File: src/hw/rtl/dpl_pkg.sv
// Shared types and constants for the decimal pre-period length block.
// Used by the controller, the datapath, the divider and the top level.
package dpl_pkg;

    // Default operand width of the numerator and denominator.
    localparam int VALUE_WIDTH_DEF = 31;

    // Width and ceiling of the reported pre-period length.
    localparam int LEN_WIDTH = 5;
    localparam int LEN_MAX   = 31;

    // The odd factor of ten that is stripped by exact division.
    localparam int FACTOR_FIVE = 5;

    // Which operation the shared divider performs.
    typedef enum logic [1:0] {
        OP_MODX = 2'd0,   // x = x mod y
        OP_MODY = 2'd1,   // y = y mod x
        OP_RED  = 2'd2    // red = den / gcd
    } t_div_op;

    // Commands from the controller to the datapath.
    typedef struct packed {
        logic    load;
        logic    div_start;
        logic    div_step;
        logic    wb;
        logic    five_start;
        logic    five_step;
        logic    five_wb;
        logic    shift2;
        logic    out_load;
        t_div_op div_op;
    } t_cmd;

    // Status from the datapath to the controller.
    typedef struct packed {
        logic den_zero;
        logic x_zero;
        logic y_zero;
        logic x_gt_y;
        logic div_last;
        logic five_last;
        logic five_hit;
        logic red_even;
    } t_status;

endpackage

File: src/hw/rtl/dpl_divider.sv
// Restoring divider that retires one quotient bit per cycle while i_step is high.
// Shared by the Euclid and reduction steps; takes its default width from dpl_pkg.
module dpl_divider #(
    parameter int W = dpl_pkg::VALUE_WIDTH_DEF
) (
    input  logic         i_clk,
    input  logic         i_rst_n,
    input  logic         i_start,
    input  logic         i_step,
    input  logic [W-1:0] i_dividend,
    input  logic [W-1:0] i_divisor,
    output logic [W-1:0] o_quotient,
    output logic [W-1:0] o_remainder,
    output logic         o_last
);

    localparam int CNT_W = $clog2(W + 1);

    logic [W-1:0]     r_quo;
    logic [W-1:0]     r_rem;
    logic [W-1:0]     r_div;
    logic [CNT_W-1:0] r_cnt;

    logic [W:0]   w_partial;
    logic [W:0]   w_diff;

    // Shift the next dividend bit into the partial remainder and try a subtract.
    assign w_partial = {r_rem, r_quo[W-1]};
    assign w_diff    = w_partial - {1'b0, r_div};

    // Operand and quotient registers.
    always_ff @(posedge i_clk) begin
        if (i_start) begin
            r_quo <= i_dividend;
            r_rem <= '0;
            r_div <= i_divisor;
        end else if (i_step) begin
            if (!w_diff[W]) begin
                r_rem <= w_diff[W-1:0];
            end else begin
                r_rem <= w_partial[W-1:0];
            end
            r_quo <= {r_quo[W-2:0], ~w_diff[W]};
        end
    end

    // Bit counter.
    always_ff @(posedge i_clk) begin
        if (!i_rst_n) begin
            r_cnt <= '0;
        end else if (i_start) begin
            r_cnt <= CNT_W'(W);
        end else if (i_step && (r_cnt != '0)) begin
            r_cnt <= r_cnt - 1'b1;
        end
    end

    assign o_quotient  = r_quo;
    assign o_remainder = r_rem;
    assign o_last      = (r_cnt == CNT_W'(1));

`ifndef SYNTH
    a_div_nonzero : assert property (@(posedge i_clk) disable iff (!i_rst_n)
        i_step |-> (r_div != '0))
        else $error("divider stepped with a zero divisor");

    a_step_in_range : assert property (@(posedge i_clk) disable iff (!i_rst_n)
        i_step |-> (r_cnt != '0))
        else $error("divider stepped past its last bit");

    a_rem_below_div : assert property (@(posedge i_clk) disable iff (!i_rst_n)
        (i_step && o_last) |=> (r_rem < r_div))
        else $error("final remainder not below divisor");
`endif

endmodule

File: src/hw/rtl/dpl_datapath.sv
// Datapath: Euclid operands, reduced denominator, factor counters and output register.
// Depends on dpl_pkg and instantiates dpl_divider.
module dpl_datapath #(
    parameter int W = dpl_pkg::VALUE_WIDTH_DEF
) (
    input  logic                       i_clk,
    input  logic                       i_rst_n,
    input  dpl_pkg::t_cmd              i_cmd,
    output dpl_pkg::t_status           o_status,
    input  logic [W-1:0]               i_numerator,
    input  logic [W-1:0]               i_denominator,
    output logic [W-1:0]               o_stripped_denominator,
    output logic [dpl_pkg::LEN_WIDTH-1:0] o_preperiod_length
);
    import dpl_pkg::*;

    localparam int CW = $clog2(W + 1);
    localparam int LW = (CW > LEN_WIDTH) ? CW : LEN_WIDTH;

    // Exact division by five: a multiple of five times the inverse of five
    // modulo 2^W lands at or below this limit, any other value lands above it.
    localparam logic [W-1:0] ALL_ONES   = '1;
    localparam logic [W-1:0] FIVE_LIMIT = ALL_ONES / W'(FACTOR_FIVE);
    localparam logic [2:0]   PH_TIMES3  = 3'd4;
    localparam logic [2:0]   PH_NEGATE  = 3'd5;

    logic [W-1:0]  r_x;
    logic [W-1:0]  r_y;
    logic [W-1:0]  r_den;
    logic [W-1:0]  r_red;
    logic [W-1:0]  r_f;
    logic [2:0]    r_fph;
    logic [CW-1:0] r_c5;
    logic [CW-1:0] r_c2;
    logic [W-1:0]  r_out_den;
    logic [LEN_WIDTH-1:0] r_out_len;

    logic [W-1:0]  w_dividend;
    logic [W-1:0]  w_divisor;
    logic [W-1:0]  w_quo;
    logic [W-1:0]  w_rem;
    logic          w_last;
    logic [W-1:0]  w_gcd;
    logic [5:0]    w_fsh;
    logic          w_five_hit;
    logic [CW-1:0] w_cmax;
    logic [LW-1:0] w_len_ext;
    logic [LEN_WIDTH-1:0] w_len;

    // The gcd is the larger operand once the other one reaches zero.
    assign w_gcd = (r_x > r_y) ? r_x : r_y;

    // Divider operand selection.
    always_comb begin
        case (i_cmd.div_op)
            OP_MODX: begin
                w_dividend = r_x;
                w_divisor  = r_y;
            end
            OP_MODY: begin
                w_dividend = r_y;
                w_divisor  = r_x;
            end
            OP_RED: begin
                w_dividend = r_den;
                w_divisor  = w_gcd;
            end
            default: begin
                w_dividend = r_x;
                w_divisor  = r_y;
            end
        endcase
    end

    dpl_divider #(
        .W (W)
    ) u_divider (
        .i_clk       (i_clk),
        .i_rst_n     (i_rst_n),
        .i_start     (i_cmd.div_start),
        .i_step      (i_cmd.div_step),
        .i_dividend  (w_dividend),
        .i_divisor   (w_divisor),
        .o_quotient  (w_quo),
        .o_remainder (w_rem),
        .o_last      (w_last)
    );

    // Euclid operands and the saved denominator.
    always_ff @(posedge i_clk) begin
        if (i_cmd.load) begin
            r_x   <= i_numerator;
            r_y   <= i_denominator;
            r_den <= i_denominator;
        end else if (i_cmd.wb && (i_cmd.div_op == OP_MODX)) begin
            r_x <= w_rem;
        end else if (i_cmd.wb && (i_cmd.div_op == OP_MODY)) begin
            r_y <= w_rem;
        end
    end

    // Multiply the reduced denominator by the inverse of five modulo 2^W in six
    // steps: four shift-and-add steps build x * 0x1111..., then it is tripled
    // and negated, which gives x * 0xCCCC...CD.
    assign w_fsh = 6'd4 << r_fph[1:0];

    always_ff @(posedge i_clk) begin
        if (i_cmd.five_start) begin
            r_f   <= r_red;
            r_fph <= '0;
        end else if (i_cmd.five_step) begin
            if (r_fph == PH_NEGATE) begin
                r_f <= '0 - r_f;
            end else if (r_fph == PH_TIMES3) begin
                r_f <= r_f + (r_f << 1);
            end else begin
                r_f <= r_f + (r_f << w_fsh);
            end
            r_fph <= r_fph + 1'b1;
        end
    end

    assign w_five_hit = (r_f <= FIVE_LIMIT);

    // Reduced denominator and the factor counters.
    always_ff @(posedge i_clk) begin
        if (i_cmd.load) begin
            r_c5 <= '0;
            r_c2 <= '0;
        end else if (i_cmd.wb && (i_cmd.div_op == OP_RED)) begin
            r_red <= w_quo;
        end else if (i_cmd.five_wb && w_five_hit) begin
            r_red <= r_f;
            r_c5  <= r_c5 + 1'b1;
        end else if (i_cmd.shift2) begin
            r_red <= r_red >> 1;
            r_c2  <= r_c2 + 1'b1;
        end
    end

    // Larger count, saturated to the width of the length field.
    assign w_cmax    = (r_c5 > r_c2) ? r_c5 : r_c2;
    assign w_len_ext = LW'(w_cmax);
    assign w_len     = (w_len_ext > LW'(LEN_MAX)) ? LEN_WIDTH'(LEN_MAX)
                                                   : w_len_ext[LEN_WIDTH-1:0];

    // Output register; a zero denominator reports zero for both fields.
    always_ff @(posedge i_clk) begin
        if (i_cmd.out_load) begin
            if (r_den == '0) begin
                r_out_den <= '0;
                r_out_len <= '0;
            end else begin
                r_out_den <= r_red;
                r_out_len <= w_len;
            end
        end
    end

    assign o_stripped_denominator = r_out_den;
    assign o_preperiod_length     = r_out_len;

    // Status toward the controller.
    assign o_status.den_zero  = (r_den == '0);
    assign o_status.x_zero    = (r_x == '0);
    assign o_status.y_zero    = (r_y == '0);
    assign o_status.x_gt_y    = (r_x > r_y);
    assign o_status.div_last  = w_last;
    assign o_status.five_last = (r_fph == PH_NEGATE);
    assign o_status.five_hit  = w_five_hit;
    assign o_status.red_even  = ~r_red[0];

`ifndef SYNTH
    a_red_nonzero : assert property (@(posedge i_clk) disable iff (!i_rst_n)
        (i_cmd.wb && (i_cmd.div_op == OP_RED)) |=> (r_red != '0))
        else $error("reduced denominator is zero");

    a_shift_even : assert property (@(posedge i_clk) disable iff (!i_rst_n)
        i_cmd.shift2 |-> (!r_red[0] && (r_red != '0)))
        else $error("factor two stripped from an odd value");

    a_out_odd : assert property (@(posedge i_clk) disable iff (!i_rst_n)
        (i_cmd.out_load && (r_den != '0)) |-> r_red[0])
        else $error("stripped denominator still even at output");
`endif

endmodule

File: src/hw/rtl/dpl_ctrl.sv
// Controller state machine: sequences Euclid, reduction, factor stripping and output.
// Depends on dpl_pkg; drives the datapath through t_cmd and reads t_status.
module dpl_ctrl (
    input  logic             i_clk,
    input  logic             i_rst_n,
    input  logic             i_in_valid,
    output logic             o_in_ready,
    output logic             o_out_valid,
    input  logic             i_out_ready,
    input  dpl_pkg::t_status i_status,
    output dpl_pkg::t_cmd    o_cmd
);
    import dpl_pkg::*;

    typedef enum logic [7:0] {
        S_IDLE = 8'b0000_0001,
        S_GCD  = 8'b0000_0010,
        S_DIV  = 8'b0000_0100,
        S_WB   = 8'b0000_1000,
        S_FIVE = 8'b0001_0000,
        S_FMUL = 8'b0010_0000,
        S_FCHK = 8'b0100_0000,
        S_TWO  = 8'b1000_0000
    } t_state;

    t_state  r_state, n_state;
    t_div_op r_op, n_op;
    logic    r_out_valid, n_out_valid;
    logic    r_done, n_done;

    logic    w_slot_free;

    assign w_slot_free = !r_out_valid || i_out_ready;

    // Next state and command decode.
    always_comb begin
        n_state     = r_state;
        n_op        = r_op;
        n_done      = r_done;
        o_cmd       = '0;
        o_cmd.div_op = r_op;
        o_in_ready  = 1'b0;

        case (r_state)
            S_IDLE: begin
                // A finished result waits here until the output slot frees up.
                if (r_done) begin
                    if (w_slot_free) begin
                        o_cmd.out_load = 1'b1;
                        n_done         = 1'b0;
                    end
                end else begin
                    o_in_ready = 1'b1;
                    if (i_in_valid) begin
                        o_cmd.load = 1'b1;
                        n_state    = S_GCD;
                    end
                end
            end
            S_GCD: begin
                if (i_status.den_zero) begin
                    n_done  = 1'b1;
                    n_state = S_IDLE;
                end else begin
                    if (i_status.x_zero || i_status.y_zero) begin
                        n_op = OP_RED;
                    end else if (i_status.x_gt_y) begin
                        n_op = OP_MODX;
                    end else begin
                        n_op = OP_MODY;
                    end
                    o_cmd.div_op    = n_op;
                    o_cmd.div_start = 1'b1;
                    n_state         = S_DIV;
                end
            end
            S_DIV: begin
                o_cmd.div_step = 1'b1;
                if (i_status.div_last) begin
                    n_state = S_WB;
                end
            end
            S_WB: begin
                o_cmd.wb = 1'b1;
                case (r_op)
                    OP_MODX: n_state = S_GCD;
                    OP_MODY: n_state = S_GCD;
                    OP_RED:  n_state = S_FIVE;
                    default: n_state = S_GCD;
                endcase
            end
            S_FIVE: begin
                o_cmd.five_start = 1'b1;
                n_state          = S_FMUL;
            end
            S_FMUL: begin
                o_cmd.five_step = 1'b1;
                if (i_status.five_last) begin
                    n_state = S_FCHK;
                end
            end
            S_FCHK: begin
                // Keep stripping fives while the exact quotient is in range.
                o_cmd.five_wb = 1'b1;
                n_state       = i_status.five_hit ? S_FIVE : S_TWO;
            end
            S_TWO: begin
                if (i_status.red_even) begin
                    o_cmd.shift2 = 1'b1;
                end else begin
                    n_done  = 1'b1;
                    n_state = S_IDLE;
                end
            end
            default: begin
                n_state = S_IDLE;
            end
        endcase
    end

    // Output valid flag: set on load, cleared when the request is taken.
    always_comb begin
        n_out_valid = r_out_valid;
        if (o_cmd.out_load) begin
            n_out_valid = 1'b1;
        end else if (i_out_ready) begin
            n_out_valid = 1'b0;
        end
    end

    always_ff @(posedge i_clk) begin
        if (!i_rst_n) begin
            r_state     <= S_IDLE;
            r_op        <= OP_MODX;
            r_out_valid <= 1'b0;
            r_done      <= 1'b0;
        end else begin
            r_state     <= n_state;
            r_op        <= n_op;
            r_out_valid <= n_out_valid;
            r_done      <= n_done;
        end
    end

    assign o_out_valid = r_out_valid;

`ifndef SYNTH
    a_accept_to_gcd : assert property (@(posedge i_clk) disable iff (!i_rst_n)
        (i_in_valid && o_in_ready) |=> (r_state == S_GCD))
        else $error("accepted request did not start the gcd loop");

    a_load_sets_valid : assert property (@(posedge i_clk) disable iff (!i_rst_n)
        o_cmd.out_load |=> o_out_valid)
        else $error("output load did not raise valid");

    a_div_runs : assert property (@(posedge i_clk) disable iff (!i_rst_n)
        ((r_state == S_DIV) && !i_status.div_last) |=> (r_state == S_DIV))
        else $error("division left before its last bit");

    a_no_accept_busy : assert property (@(posedge i_clk) disable iff (!i_rst_n)
        o_in_ready |-> (!r_done && (r_state == S_IDLE)))
        else $error("ready raised while a request is in flight");
`endif

endmodule

File: src/hw/rtl/decimal_preperiod_length.sv
// Top level of the decimal pre-period length block.
// Depends on dpl_pkg; instantiates dpl_ctrl and dpl_datapath.
//
//  Channel  | Handshake                 | Payload
//  ---------+---------------------------+------------------------------------------
//  input    | i_in_valid / o_in_ready   | i_numerator, i_denominator
//  output   | o_out_valid / i_out_ready | o_stripped_denominator, o_preperiod_length
//
// Every divider pass runs start, W bit steps and writeback, W = VALUE_WIDTH.
// Every factor-five test runs load, six multiply steps, then compare and writeback.
// One request runs the Euclid modulo passes, the reduction pass, one factor-five test per
// factor of five plus a failing one, and one shift per factor of two; the divider dominates.
// One request is in work at a time; the next is taken once its result is in the output register.
// Synchronous active-low reset clears the controller; in the datapath only the divider's bit counter is reset.
// A stalled output holds its request and keeps the block from loading the next result.
module decimal_preperiod_length #(
    parameter int VALUE_WIDTH = dpl_pkg::VALUE_WIDTH_DEF
) (
    input  logic                            i_clk,
    input  logic                            i_rst_n,
    input  logic                            i_in_valid,
    output logic                            o_in_ready,
    input  logic [VALUE_WIDTH-1:0]          i_numerator,
    input  logic [VALUE_WIDTH-1:0]          i_denominator,
    output logic                            o_out_valid,
    input  logic                            i_out_ready,
    output logic [VALUE_WIDTH-1:0]          o_stripped_denominator,
    output logic [dpl_pkg::LEN_WIDTH-1:0]   o_preperiod_length
);
    import dpl_pkg::*;

    t_cmd    w_cmd;
    t_status w_status;

    // Sequencing.
    dpl_ctrl u_ctrl (
        .i_clk       (i_clk),
        .i_rst_n     (i_rst_n),
        .i_in_valid  (i_in_valid),
        .o_in_ready  (o_in_ready),
        .o_out_valid (o_out_valid),
        .i_out_ready (i_out_ready),
        .i_status    (w_status),
        .o_cmd       (w_cmd)
    );

    // Arithmetic and result storage.
    dpl_datapath #(
        .W (VALUE_WIDTH)
    ) u_datapath (
        .i_clk                  (i_clk),
        .i_rst_n                (i_rst_n),
        .i_cmd                  (w_cmd),
        .o_status               (w_status),
        .i_numerator            (i_numerator),
        .i_denominator          (i_denominator),
        .o_stripped_denominator (o_stripped_denominator),
        .o_preperiod_length     (o_preperiod_length)
    );

endmodule

File: config.mk
export PLATFORM = sky130hd
export DESIGN_NAME = decimal_preperiod_length
export DESIGN_NICKNAME = d
export VERILOG_FILES = /design/src/hw/rtl/dpl_pkg.sv /design/src/hw/rtl/dpl_divider.sv /design/src/hw/rtl/dpl_datapath.sv /design/src/hw/rtl/dpl_ctrl.sv /design/src/hw/rtl/decimal_preperiod_length.sv
export SDC_FILE = /design/constraint.sdc
export NUM_CORES = 1
export LEC_CHECK = 0
export ABC_AREA = 1
export BUFFER_PORTS_ARGS = -buffer_cell sky130_fd_sc_hd__buf_2
export CAP_MARGIN = 40
export CELL_PAD_IN_SITES_DETAIL_PLACEMENT = 0
export CELL_PAD_IN_SITES_GLOBAL_PLACEMENT = 1
export CORE_ASPECT_RATIO = 0.5
export CORE_MARGIN = 2
export CORE_UTILIZATION = 50
export DETAILED_ROUTE_END_ITERATION = 10
export GPL_TIMING_DRIVEN = 0
export HOLD_SLACK_MARGIN = 0.05
export PLACE_DENSITY_LB_ADDON = 0.1
export RECOVER_POWER = 100
export SETUP_SLACK_MARGIN = 0.2
export SLEW_MARGIN = 40
export SYNTH_ARGS = -nofsm -noshare
export SYNTH_HDL_FRONTEND = slang
export SYNTH_SLANG_ARGS = --single-unit
File: constraint.sdc
create_clock -name i_clk -period 8.1 [get_ports i_clk]
set_clock_uncertainty 0.15 [all_clocks]
set_input_delay 1.215 -clock i_clk [delete_from_list [all_inputs] [get_ports i_clk]]
set_output_delay 1.215 -clock i_clk [all_outputs]
set_load 0.05 [all_outputs]
Word-level counts from Yosys, hierarchy flattened

Cells that the tools add are included.

Add/sub/neg operators: 8
Magnitude comparators: 4
Equality and inequality tests: 21
Shift operators: 2
Muxes and demuxes: 59
Bitwise logic cells: 4
Reductions and logical operators: 27

Operator list:

| kind                                                             | number |
|---|---|
| 2-to-1 mux 31 bit                                                | 16 |
| case mux 31 bit (2 select lines)                                 | 2 |
| logical NOT 31 bit                                               | 3 |
| case mux 8 bit (8 select lines)                                  | 1 |
| adder 31 bit                                                     | 2 |
| 2-to-1 mux 8 bit                                                 | 6 |
| subtractor 32 x 31 -> 32 bit                                     | 1 |
| > comparator 31 bit                                              | 1 |
| less-or-equal comparator 31 x 29 -> 1 bit, second input constant | 1 |
| << shifter 31 x 6 -> 31 bit                                      | 1 |
| subtractor 1 x 31 -> 31 bit, first input constant                | 1 |
| 2-to-1 mux 5 bit                                                 | 5 |
| 2-to-1 mux 1 bit                                                 | 24 |
| nonzero test 2 bit                                               | 6 |
| adder 5 x 1 -> 5 bit, second input constant                      | 2 |
| == test 8 x 1 -> 1 bit, second input constant                    | 1 |
| == test 8 x 2 -> 1 bit, second input constant                    | 1 |
| == test 8 x 3 -> 1 bit, second input constant                    | 1 |
| == test 8 x 4 -> 1 bit, second input constant                    | 1 |
| == test 8 x 5 -> 1 bit, second input constant                    | 1 |
| == test 8 x 6 -> 1 bit, second input constant                    | 1 |
| == test 8 x 7 -> 1 bit, second input constant                    | 1 |
| == test 8 bit, second input constant                             | 1 |
| inequality test 2 x 1 -> 1 bit, second input constant            | 4 |
| 23 further kinds                                                 | 41 |

Bits in registers: 314
Input port bits: 66
Output and inout port bits: 38
Word-level logic and storage cells: 143

Longest topological paths before layout

Word-level depth: 10
Depth in mapped cells: 26

By module

A second synthesis with hierarchy kept.

Cell total of the unflattened synthesis: 3683
Area total of the unflattened synthesis: 25326.8 µm²

Modules (own cells, without submodules):

| module       | instances | cells each | area an instance (µm²) | seq. area each (µm²) |
|---|---|---|---|---|
| dpl_datapath | 1         | 2574       | 17859.6                | 5995.8 |
| dpl_divider  | 1         | 991        | 6661.4                 | 2582.5 |
| dpl_ctrl     | 1         | 118        | 805.8                  | 240.2 |

Worst setup path before layout

No wires, ideal clock.

Path kind: flip-flop to flip-flop
From: register u_datapath.r_den[15]
To: register u_datapath.r_y[0], enable pin
Library setup time: 0.466 ns
Arrival time: 4.387 ns
Data required time: 7.484 ns
Path slack: 3.097 ns
Stages on the path, launching flop included: 12
Buffers on the path: 1
Period minus slack after synthesis: 5.003 ns
Path through: edfxtp_1 nor4_1 nand4_1 o21ai_2 inv_2 nor2_1 nor2_1 inv_2 ha_1 inv_1 clkbuf_1 o31ai_1

Longest elaborated chain between the ends: 7
Elaborated cells between the ends (all ways): 10
Those cells by class: 2 x eq/ne; 2 x mux; 6 x reduce/logical

Ends and longest elaborated chain:

| item                                                                         | line                                   | text |
|---|---|---|
| start: declaration                                                           | dpl_datapath.sv:29                     | `logic [W-1:0] r_den;` |
| start signal: assignment                                                     | dpl_datapath.sv:94                     | `r_den <= i_denominator;` |
| logical NOT 31 bit (*)                                                       | dpl_datapath.sv:164                    | `assign o_status.den_zero = (r_den == '0);` |
| 2-to-1 mux 2 bit (*)                                                         | n/a                                    |  |
| 2-to-1 mux 2 bit (*)                                                         | dpl_ctrl.sv:44                         | `case (r_state)` |
| logical NOT 2 bit or == test 2 x 1 -> 1 bit (tied branches)                  | dpl_datapath.sv:95, dpl_datapath.sv:97 |  |
| logical AND 1 bit (on tied branches)                                         | dpl_datapath.sv:95, dpl_datapath.sv:97 |  |
| inequality test 2 bit (no source line) or nonzero test 2 bit (tied branches) | n/a                                    |  |
| AND reduction 2 bit (no source line) (*)                                     | n/a                                    |  |
| end signal: assignment                                                       | dpl_datapath.sv:93                     | `r_y <= i_denominator;` |
| end signal: assignment                                                       | dpl_datapath.sv:98                     | `r_y <= w_rem;` |
| end: declaration                                                             | dpl_datapath.sv:28                     | `logic [W-1:0] r_y;` |

Mark *: on every way between the ends. The rest lies on a longest branch, timed or not.
A chain may end at the register's enable or synchronous reset.

Worst setup path after layout

From: register u_datapath.r_den[27]
To: register u_datapath.u_divider.r_div[16] (data pin)

Longest elaborated chain between the ends: 5
Elaborated cells between the ends (all ways): 6
Those cells by class: 2 x eq/ne; 3 x mux; 1 x reduce/logical

Ends and longest elaborated chain:

| item                                                    | line                | text |
|---|---|---|
| logical NOT 31 bit (*)                                  | dpl_datapath.sv:164 |  |
| 2-to-1 mux 2 bit (*)                                    | n/a                 |  |
| 2-to-1 mux 2 bit (*)                                    | dpl_ctrl.sv:44      |  |
| == test 2 bit or == test 2 x 1 -> 1 bit (tied branches) | dpl_datapath.sv:55  | `case (i_cmd.div_op)` |
| case mux 31 bit (2 select lines) (*)                    | dpl_datapath.sv:55  |  |
| via u_datapath.u_divider.i_divisor[16]                  | dpl_divider.sv:11   | `input logic [W-1:0] i_divisor,` |
| end signal: assignment                                  | dpl_divider.sv:36   | `r_div <= i_divisor;` |
| end: declaration                                        | dpl_divider.sv:21   | `logic [W-1:0] r_div;` |

The timed path passes the listed nets; every way through them passes the cells marked *.

==> results.sh <==
export IMPL_syn_avg_cell_area_um2=7.11
export IMPL_routed_via_density=5.58
export IMPL_synth_most_common_cell="nand2_1"
export IMPL_synth_fp_nets=3699
export IMPL_dieHeight_um=160
export IMPL_final_core_util_pct=55.3
export IMPL_drtIter0Drc=2778
export IMPL_setup_tns_ps=0
export IMPL_fp_row_count=57
export IMPL_finalSetupViolations=0
export IMPL_arrival_ps=6210
export IMPL_cts_made_buffers=34
export IMPL_grt_pass1_wl_um=129000
export IMPL_nets=3844
export IMPL_core_area_um2=48400
export IMPL_ys_types=52
export IMPL_vias=23800
export IMPL_cts_root_buf="clkbuf_16"
export IMPL_fin_crit_ps=6060
export IMPL_ys_ff_latch=314
export IMPL_drv_slew=110
export IMPL_clk_pin_slew_ps=60
export IMPL_synth_seq_area_share_pct=36.1
export IMPL_cts_resized=0
export IMPL_end_kind="register"
export IMPL_cts_buffer_depth=3
export IMPL_postCtsHoldBufs=0
export IMPL_criticalPathCategory="register to register"
export IMPL_h_tree_depth=2
export IMPL_async_flop_share_pct=0
export IMPL_firstDrtPassIters=8
export IMPL_r2r_end="u_datapath.u_divider.r_div[16]"
export IMPL_violations="capacitance limit, slew limit"
export IMPL_rsz0062_at_grt="false"
export IMPL_min_path_type="register to register"
export IMPL_r2r_start="u_datapath.r_den[27]"
export IMPL_grt_max_degree=41
export IMPL_drc=0
export IMPL_max_freq_ghz=0.165
export IMPL_slew_headroom_pct=-62.9
export IMPL_antenna_found_initial=0
export IMPL_grt_ovfl_total=0
export IMPL_die_area_um2=50800
export IMPL_portBuffers=103
export IMPL_cts_tree="yes"
export IMPL_critPathMaxFanout=37
export IMPL_cts_setup_buffers=0
export IMPL_cp_startpoint="u_datapath.r_den[27]"
export IMPL_start_util_pct=50.5
export IMPL_n_antenna_cell=0
export IMPL_powerDensity_nw_per_um2=213
export IMPL_syn_inst=3439
export IMPL_grt_pass1_vias=22200
export IMPL_synth_edf_count=253
export IMPL_start_kind="register"
export IMPL_status="finished, violations left"
export IMPL_synth_area_um2=24500
export IMPL_peakVddDrop_mv=0.140
export IMPL_period_share_pct=74.9
export IMPL_routedWlPerCell_um=19.8
export IMPL_synth_area_leaders="edfxtp_1 31%, nand2_1 16%, ha_1 9.8%, inv_1 6.6%, nand3_1 6.0%"
export IMPL_synth_area_leader_cell="edfxtp_1"
export IMPL_clkLatencyLatePin_ps=510
export IMPL_cts_sinks=314
export IMPL_synth_top_area_share_pct=31.1
export IMPL_ios=104
export IMPL_place_congestion=1.05
export IMPL_hold_viol=0
export IMPL_drive_above_1_share_pct=4.52
export IMPL_worst_r2r_cell_count=14
export IMPL_ff2ff_setup_slack_ps=2040
export IMPL_ys_flop_type="edfxtp_1"
export IMPL_leakagePower_nw=12.5
export IMPL_tightestPinTransition_ps=2440
export IMPL_yosys_top_cells_count="1014 x nand2_1, 429 x inv_1, 295 x nand3_1"
export IMPL_dp_hpwl_um=68200
export IMPL_endpoint="u_datapath.u_divider.r_div[16]"
export IMPL_syn2layout_area_growth_pct=9.57
export IMPL_ant_nets=0
export IMPL_yosysWarnings=0
export IMPL_wl_um=84200
export IMPL_die_width_um=317
export IMPL_min_path_cells=2
export IMPL_cp_data_required_time_ps=8250
export IMPL_max_cap_viol_count=4
export IMPL_grt_usage_pct=32.7
[worst max-delay path, stage by stage, from the launching register on]
cell and delay (ps):
edfxtp_1 390, nor4_1 540, nand4_1 230, o21ai_0 410
clkinvlp_2 1390, nor2_1 400, nor2_1 120, clkinv_1 90
ha_1 230, clkbuf_1 270, clkinv_1 270, clkbuf_1 430
clkbuf_1 500, a21oi_1 90, a21oi_1 330
[worst min-delay path by stage]
stage | from | endpoint | slack (ps)
detailed placement | u_datapath.u_divider.r_cnt[4] | u_datapath.u_divider.r_cnt[4] | 310
CTS | u_datapath.u_divider.r_cnt[4] | u_datapath.u_divider.r_cnt[4] | 320
finish | u_datapath.u_divider.r_cnt[4] | u_datapath.u_divider.r_cnt[4] | 320
global placement | u_datapath.u_divider.r_cnt[4] | u_datapath.u_divider.r_cnt[4] | 300
floorplan | u_datapath.u_divider.r_cnt[4] | u_datapath.u_divider.r_cnt[4] | 290
global route | u_datapath.r_c5[4] | u_datapath.r_c5[4] | 350
[flip-flops by register name (all words and copies together) (netlist names)]
name / cells
u_ctrl.r_op: 2
u_ctrl.r_state: 8
u_ctrl.r_done: 1
u_datapath.r_x: 31
u_datapath.o_preperiod_length: 5
u_datapath.r_f: 31
u_datapath.r_y: 31
u_datapath.o_stripped_denominator: 31
u_datapath.u_divider.o_remainder: 31
u_datapath.u_divider.r_div: 31
u_datapath.r_red: 31
u_datapath.u_divider.o_quotient: 31
u_datapath.u_divider.r_cnt: 5
u_datapath.r_den: 31
u_datapath.r_fph: 3
u_datapath.r_c5: 5
u_ctrl.o_out_valid: 1
u_datapath.r_c2: 5
[kinds of logic (layout without fill, tap and decap cells)]
family	count (synthesis)	after routing	share of synthesized area, %
AOI/OAI and AO/OA	570	570	12.3
xor gates and xnor gates	51	51	1.83
DFF	314	314	36.1
and+or+nand+nor	1754	1754	30.8
buffers and inverters	556	727	8.99
adders and majority gates	194	194	10.0
[power by group]
group | switching [mW] | total, mW | internal, mW | leakage (nW)
sequential | 0.184 | 2.27 | 2.09 | 2.84
combinational | 1.33 | 1.85 | 0.520 | 9.08
clock | 0.638 | 1.57 | 0.931 | 0.561
[layout make-up]
class,count,area [µm²]
timing repair buffer,109,498
multi-input combinational,2569,13400
clock buffer,53,1090
fill,4827,21600
clock inverter,9,46.3
tap,649,812
buffer,115,495
sequential,314,8820
inverter,441,1660
[metrics by stage]
stage	cell area [µm²]	hold slack, ps	instances	setup slack [ps]	total power, mW
floorplan	24500	293	3439	3100	3.49
global placement	25800	301	4191	844	4.11
detailed placement	25900	308	4197	3290	4.15
CTS	27100	317	4259	3280	5.72
global route	26800	346	4259	1510	6.00
finish	26800	321	4259	2040	5.70
[routing by layer]
metal  track usage, %  wire [µm]
met5                0          0
met3             2.53       5760
met2             54.9      38600
met1             45.4      37100
met4             9.56       2680
[layout by cell type (no fill, tap or decap), types with 5 or more instances in the layout]
cell type,netlist,routed
nand2_1,1014,1017
inv_1,429,431
nand3_1,295,294
a21oi_1,289,289
nor2_1,276,279
edfxtp_1,253,253
o21ai_0,216,219
ha_1,191,191
clkbuf_1,67,166
dfxtp_1,61,61
buf_2,30,52
clkbuf_16,0,41
nor3_1,37,37
nand4_1,35,35
xor2_1,29,29
xnor2_1,22,22
nand3b_1,21,21
nand3_2,20,21
nor4_1,18,20
o21bai_1,9,9
a211oi_1,8,8
buf_6,9,7
a31oi_1,7,7
clkinv_2,0,7
clkinv_1,2,6
o31ai_1,4,5
buf_1,7,5
nor2_2,7,5
o21a_1,5,5
o211ai_1,5,5
No activity file was read; power rests on OpenSTA's default activity.
